File: config.mk
export PLATFORM = sky130hd
export DESIGN_NAME = ale_ctrl
export DESIGN_NICKNAME = d
export VERILOG_FILES = /design/src/sv/ale_pkg.sv /design/src/sv/ale_ctrl.sv
export SDC_FILE = /design/constraint.sdc
export NUM_CORES = 1
export LEC_CHECK = 0
export ABC_AREA = 1
export BUFFER_PORTS_ARGS = -buffer_cell sky130_fd_sc_hd__buf_2
export CELL_PAD_IN_SITES_DETAIL_PLACEMENT = 1
export CELL_PAD_IN_SITES_GLOBAL_PLACEMENT = 1
export CORE_AREA = 3 3 40 42
export CTS_CLUSTER_DIAMETER = 40
export CTS_CLUSTER_SIZE = 14
export DETAILED_ROUTE_END_ITERATION = 7
export DIE_AREA = 0 0 43 45
export PLACE_DENSITY = 0.37
export RECOVER_POWER = 25
export SYNTH_ARGS = -nofsm -noshare
export SYNTH_HDL_FRONTEND = slang
export SYNTH_SLANG_ARGS = --single-unit
File: constraint.sdc
create_clock -name clk -period 1 [get_ports clk]
set_clock_uncertainty 0.15 [all_clocks]
set_input_delay 0 -clock clk [delete_from_list [all_inputs] [get_ports clk]]
set_output_delay 0 -clock clk [all_outputs]
set_load 0.05 [all_outputs]
File: src/sv/ale_pkg.sv
// Shared types and constants for the array list engine.
package ale_pkg;

	// Fixed field widths
	localparam int CNT_W      = 7;
	localparam int CMD_W      = 3;
	localparam int APB_ADDR_W = 2;
	localparam int APB_DATA_W = 32;

	// Capacity register: byte address and reset value
	localparam logic [APB_ADDR_W-1:0] REG_CAPACITY_ADDR = APB_ADDR_W'(0);
	localparam logic [CNT_W-1:0]      CAP_RESET         = CNT_W'(64);

	// Read value for a select on an empty list
	localparam int EMPTY_MARK = -999;

	// Request commands
	typedef enum logic [CMD_W-1:0] {
		CMD_INSERT  = 3'd0,
		CMD_REMOVE  = 3'd1,
		CMD_SEARCH  = 3'd2,
		CMD_SELECT  = 3'd3,
		CMD_REPLACE = 3'd4
	} cmd_t;

	// Controller states
	typedef enum logic [1:0] {
		ST_IDLE,
		ST_EXEC,
		ST_DONE
	} state_t;

	// Controller to datapath commands
	typedef struct packed {
		logic load_req;
		logic exec;
		logic load_out;
	} ctrl_cmd_t;

endpackage

File: src/sv/ale_ctrl.sv
// Controller state machine: sequences request latch, execute and result load.
module ale_ctrl
	import ale_pkg::*;
(
	input  logic      clk,
	input  logic      arst_n,
	input  logic      req_valid,
	output logic      req_ready,
	output logic      rsp_valid,
	input  logic      rsp_ready,
	output ctrl_cmd_t ctl
);

	state_t state_q, state_d;
	logic   out_valid_q;
	logic   out_free;

	// Result register can take a new result this cycle
	assign out_free = !out_valid_q || rsp_ready;

	// State register
	always_ff @(posedge clk or negedge arst_n) begin
		if (!arst_n) begin
			state_q <= ST_IDLE;
		end else begin
			state_q <= state_d;
		end
	end

	// Next state
	always_comb begin
		state_d = state_q;
		unique case (state_q)
			ST_IDLE: begin
				if (req_valid) state_d = ST_EXEC;
			end
			ST_EXEC: begin
				state_d = ST_DONE;
			end
			ST_DONE: begin
				if (out_free) state_d = req_valid ? ST_EXEC : ST_IDLE;
			end
			default: begin
				state_d = ST_IDLE;
			end
		endcase
	end

	// Outputs
	always_comb begin
		req_ready    = 1'b0;
		ctl.exec     = 1'b0;
		ctl.load_out = 1'b0;
		unique case (state_q)
			ST_IDLE: begin
				req_ready = 1'b1;
			end
			ST_EXEC: begin
				ctl.exec = 1'b1;
			end
			ST_DONE: begin
				req_ready    = out_free;
				ctl.load_out = out_free;
			end
			default: begin
				req_ready = 1'b0;
			end
		endcase
		ctl.load_req = req_valid && req_ready;
	end

	// Response valid flag
	always_ff @(posedge clk or negedge arst_n) begin
		if (!arst_n) begin
			out_valid_q <= 1'b0;
		end else if (ctl.load_out) begin
			out_valid_q <= 1'b1;
		end else if (rsp_ready) begin
			out_valid_q <= 1'b0;
		end
	end

	assign rsp_valid = out_valid_q;

	// Execute is always followed by the result cycle
	a_exec_then_done: assert property (@(posedge clk) disable iff (!arst_n)
		state_q == ST_EXEC |=> state_q == ST_DONE)
		else $error("execute not followed by result cycle");

	// No new request is latched while one is executing
	a_no_req_in_exec: assert property (@(posedge clk) disable iff (!arst_n)
		ctl.load_req |-> state_q != ST_EXEC)
		else $error("request latched during execute");

endmodule

Yosys cells after proc, flatten, opt, wreduce, memory -nomap -nowiden
Index checks and enable logic that the tools add are counted.
- register bits after elaboration: 3
- eq/ne operators: 4
- reductions and logical operators: 6
- multiplexer cells: 9
- operator list (cell ; count):
    $pmux W2 S3 ; 1
    $mux W1 ; 5
    $mux W2 ; 2
    $ne A2 B2 Y1 const B ; 2
    $eq A2 B1 Y1 const B ; 1
    $eq A2 B2 Y1 const B ; 1
    $logic_not A2 Y1 ; 1
    $pmux W1 S2 ; 1
    $reduce_and A2 Y1 ; 1
    $reduce_bool A2 Y1 ; 1
    $logic_and A1 B1 Y1 ; 1
    $logic_not A1 Y1 ; 1
    $logic_or A1 B1 Y1 ; 1

Longest topological paths before layout
- depth after elaboration: 4
- gate-level depth with buffers: 4

Least setup slack after synthesis
OpenSTA, ideal clock, no wires.
- path kind: register to output
- start: register out_valid_q (netlist: rsp_valid)
- end: output req_ready
- cell stages (with the launch flop): 4
- arrival time: 1.167 ns
- path slack: -0.317 ns
- cell sequence: dfrtp_1 nand2_1 nand2_2 nand2_1
- word-level cells in the longest chain between the ends: 3
- ends and longest elaborated chain (what ; RTL line ; text):
    start, declared ; ale_ctrl.sv:15 ; logic out_valid_q;
    start signal, assigned ; ale_ctrl.sv:75 ; out_valid_q <= 1'b0;
    start signal, assigned ; ale_ctrl.sv:77 ; out_valid_q <= 1'b1;
    start signal, assigned ; ale_ctrl.sv:79 ; out_valid_q <= 1'b0;
    $logic_not A1 Y1 ; ale_ctrl.sv:19 ; assign out_free = !out_valid_q || rsp_ready;
    $logic_or A1 B1 Y1 ; ale_ctrl.sv:19 ;
    $pmux W1 S2 ; ale_ctrl.sv:54 ; unique case (state_q)
    end, declared ; ale_ctrl.sv:8 ; output logic req_ready,
Every way passes these cells.

Worst setup path in the final report
- start: register state_q[1]
- end: output req_ready
- word-level cells in the longest chain between the ends: 2
- elaborated cells on any way between the ends: 3
- classes of those cells: eq/ne (1); mux (1); reduce/logical (1)
- ends and longest elaborated chain (what ; RTL line ; text):
    start, declared ; ale_ctrl.sv:14 ; state_t state_q, state_d;
    start signal, assigned ; ale_ctrl.sv:26 ; state_q <= state_d;
    $eq A2 B2 Y1 or $logic_not A2 Y1 (tied branches) ; ale_ctrl.sv:54 ;
    $pmux W1 S2 (*) ; ale_ctrl.sv:54 ;
Mark *: on every way between the ends. The rest lies on a longest branch, timed or not.

==> reports/metrics.csv <==
stage,metric,value,unit
status,status,finished with violations,
status,violations,"negative hold slack, negative setup slack",
worst_setup_path,worst_setup_path_start_kind,flop,
logic_synthesis,netlist.area_leader.share,43.2,%
timing,whs,-0.0973,ns
die,core_area,1280,sq um
logic_synthesis,ys_top_cells_by_count,"8 x inv_1, 7 x nand2_1, 3 x dfrtp_1, 2 x nor2_1, 2 x nor2_2",
worst_setup_path,crit_path_max_fanout,3,
final_layout,n_antenna_cell,0,
pwr,power.leakage,0.000189,uW
worst_setup_path,worst-setup-path-type,reg2out,
worst_setup_path,cp.required,0.85,ns
worst_setup_path,crit_start,state_q[1]$_DFFE_PN0P_,
placed_design,place.gp.congestion,0.642,
logic_synthesis,yosysSeqAreaShare,43.2,%
logic_synthesis,synth_area_per_cell,6.69,sq um
clock_tree,cts.sink_count,3,
drt,dr.pass1.iters,1,
die,die_area,1940,sq um
drt,route.detailed.drc,0,
pwr,total_power,683,uW
final_layout,nets,47,
grt,grt_pass1_vias,221,
clock_tree,clockRootBuffer,clkbuf_4,
timing,rsz0062_at_grt,true,
logic_synthesis,synth_cell_types,9,
grt,grt_start_max_net_pins,5,
placed_design,pre_cts_ws,-0.116,ns
drt,wirelength,462,microns
drt,drt_iter0_drc,0,
worst_setup_path,r2r_start,state_q[1]$_DFFE_PN0P_,
clock_tree,h-tree-depth,1,
logic_synthesis,synthFlopType,dfrtp_1,
timing,fin_crit_sh,123,%
final_layout,drive_gt1_share,61.9,%
grt,grt_usage,7.08,%
clock_tree,cts.clk_slew.worst_paths,0.03,ns
clock_tree,cts_inserted_buffers,3,
worst_setup_path,crit_path_end,req_ready,
die,num_rows,13,
drt,vias_per_cell,3.58,
timing,finalHoldViolCount,2,
die,floorplan.initialDensity,13.5,%
job,drv_cap,0,
die,die_height,45,microns
worst_setup_path,rr_worst_depth,5,
logic_synthesis,synthesis.area,174,sq um
drt,detail-route-antenna-nets,0,
logic_synthesis,synth-edff-count,0,
logic_synthesis,ys_ff_latch,3,
placed_design,portBuffers,8,
grt,antenna_found_initial,0,
pwr,powerDensity,1820,nW/um^2
logic_synthesis,async_flop_share,100,%
timing,setup_viol,5,
logic_synthesis,syn_inst,26,
worst_setup_path,cp-end-kind,output port,
logic_synthesis,synth_fp_nets,30,
timing,slew_viol_final,0,
worst_setup_path,reg2reg_slack,-0.03,ns
drt,post_drt_wl_per_cell,8.11,microns
logic_synthesis,synthTopCellsByArea,"dfrtp_1 43%, inv_1 17%, nand2_1 15%",
die,die_x,43,microns
grt,overflow,0,
worst_setup_path,reg2reg_to,rsp_valid$_DFFE_PN0P_,
timing,slew_headroom,89.6,%
worst_setup_path,cp.arrival,1.08,ns
logic_synthesis,yosys_warnings,0,
grt,grt_pass1_wl,897,microns
drt,vias,204,
clock_tree,cts_tree,built,
logic_synthesis,synth_top_area_cell,dfrtp_1,
final_layout,synthToLayoutAreaGrowth,116,%
clock_tree,cts_max_path_buffers,2,
timing,fin_ws,-0.230,ns
logic_synthesis,post-synth-top-count-cell,inv_1,
clock_tree,cts_setup_buffers,0,
min_path,min_path_type,in2reg,
clock_tree,holdBufCountCts,2,
pwr,ir_worst_vdd,0.553,mV
clock_tree,clk-insertion-delay-late,0.24,ns
timing,min_period,1.23,ns
die,ios,9,
timing,fmax,813,MHz
timing,worstMarginPinSlew,0.156,ns
placed_design,hpwl,350,microns
[cell families (layout without fill, tap and decap cells)]
kind of cell,after synthesis,count (layout),synth area share (%)
AND/OR/NAND/NOR,13,13,33.1
buffers and inverters,10,26,23.7
flip-flops,3,3,43.2
[where the power goes]
group | internal [uW] | switching [uW] | total (uW)
sequential | 141 | 22.9 | 164
combinational | 124 | 183 | 307
clock | 150 | 63.4 | 213
[sequential cells by signal (all words and copies together) (netlist names)]
name	count
rsp_valid	1
state_q	2
[per-layer routing]
layer	up-vias	GRT usage (%)	wire [microns]
met3	5	5.58	63
met4	0	7.23	17
met1	90	6.52	158
li1	100	-	-
met2	9	9.58	222
met5	-	0	0
[final cells by class]
class,instances,area (sq um)
clock buffers,4,26.3
fillers,164,910
inverters,9,41.3
multi-input cells,13,87.6
flip-flops and latches,3,76.3
well taps,15,18.8
repair buffers,13,125
[through the flow]
step	TNS [ns]	utilization (%)	area, sq um	instances
floorplan	-0.365	-	200	26
global placement	-0.474	21.3	274	51
detailed placement	-0.429	21.3	274	51
CTS	-1.04	28.4	365	57
global route	-1.29	29.2	375	57
finish	-0.912	29.2	375	57
[cell usage in the layout, fill, tap and decap left out, drive strengths merged]
cell | synthesis | final
dlygate4sd3 | 0 | 2
inv | 9 | 7
buf | 1 | 11
clkinvlp | 0 | 2
clkbuf | 0 | 4
nand3 | 1 | 1
dfrtp | 3 | 3
nor2 | 4 | 4
nand2 | 8 | 8
[worst min path at each step]
stage	startpoint	endpoint	slack [ns]	cells after the start
finish	rsp_ready	state_q[1]$_DFFE_PN0P_	-0.1	4
global route	rsp_ready	state_q[1]$_DFFE_PN0P_	-0.1	4
floorplan	arst_n	rsp_valid$_DFFE_PN0P_	-0.45	0
CTS	rsp_ready	state_q[1]$_DFFE_PN0P_	-0.11	4
detailed placement	arst_n	state_q[0]$_DFFE_PN0P_	-0.35	1
global placement	arst_n	state_q[0]$_DFFE_PN0P_	-0.35	1
[what timing repair did]
item / 4_1_cts / 5_1_grt
pin swaps: 1 / 1
endpoints found under the setup margin: 6 / 7
resized for setup: 13 / 4
gates cloned: 0 / 0
endpoints found under the hold margin: 5 / 2
[worst max-delay path, stage by stage (launching register included)]
cell	delay, ns
dfrtp_1	0.39
inv_2	0.07
nor2_4	0.11
nand2_4	0.07
nand2_2	0.07
buf_8	0.14
Note: power is estimated with default switching activity, not from simulation.
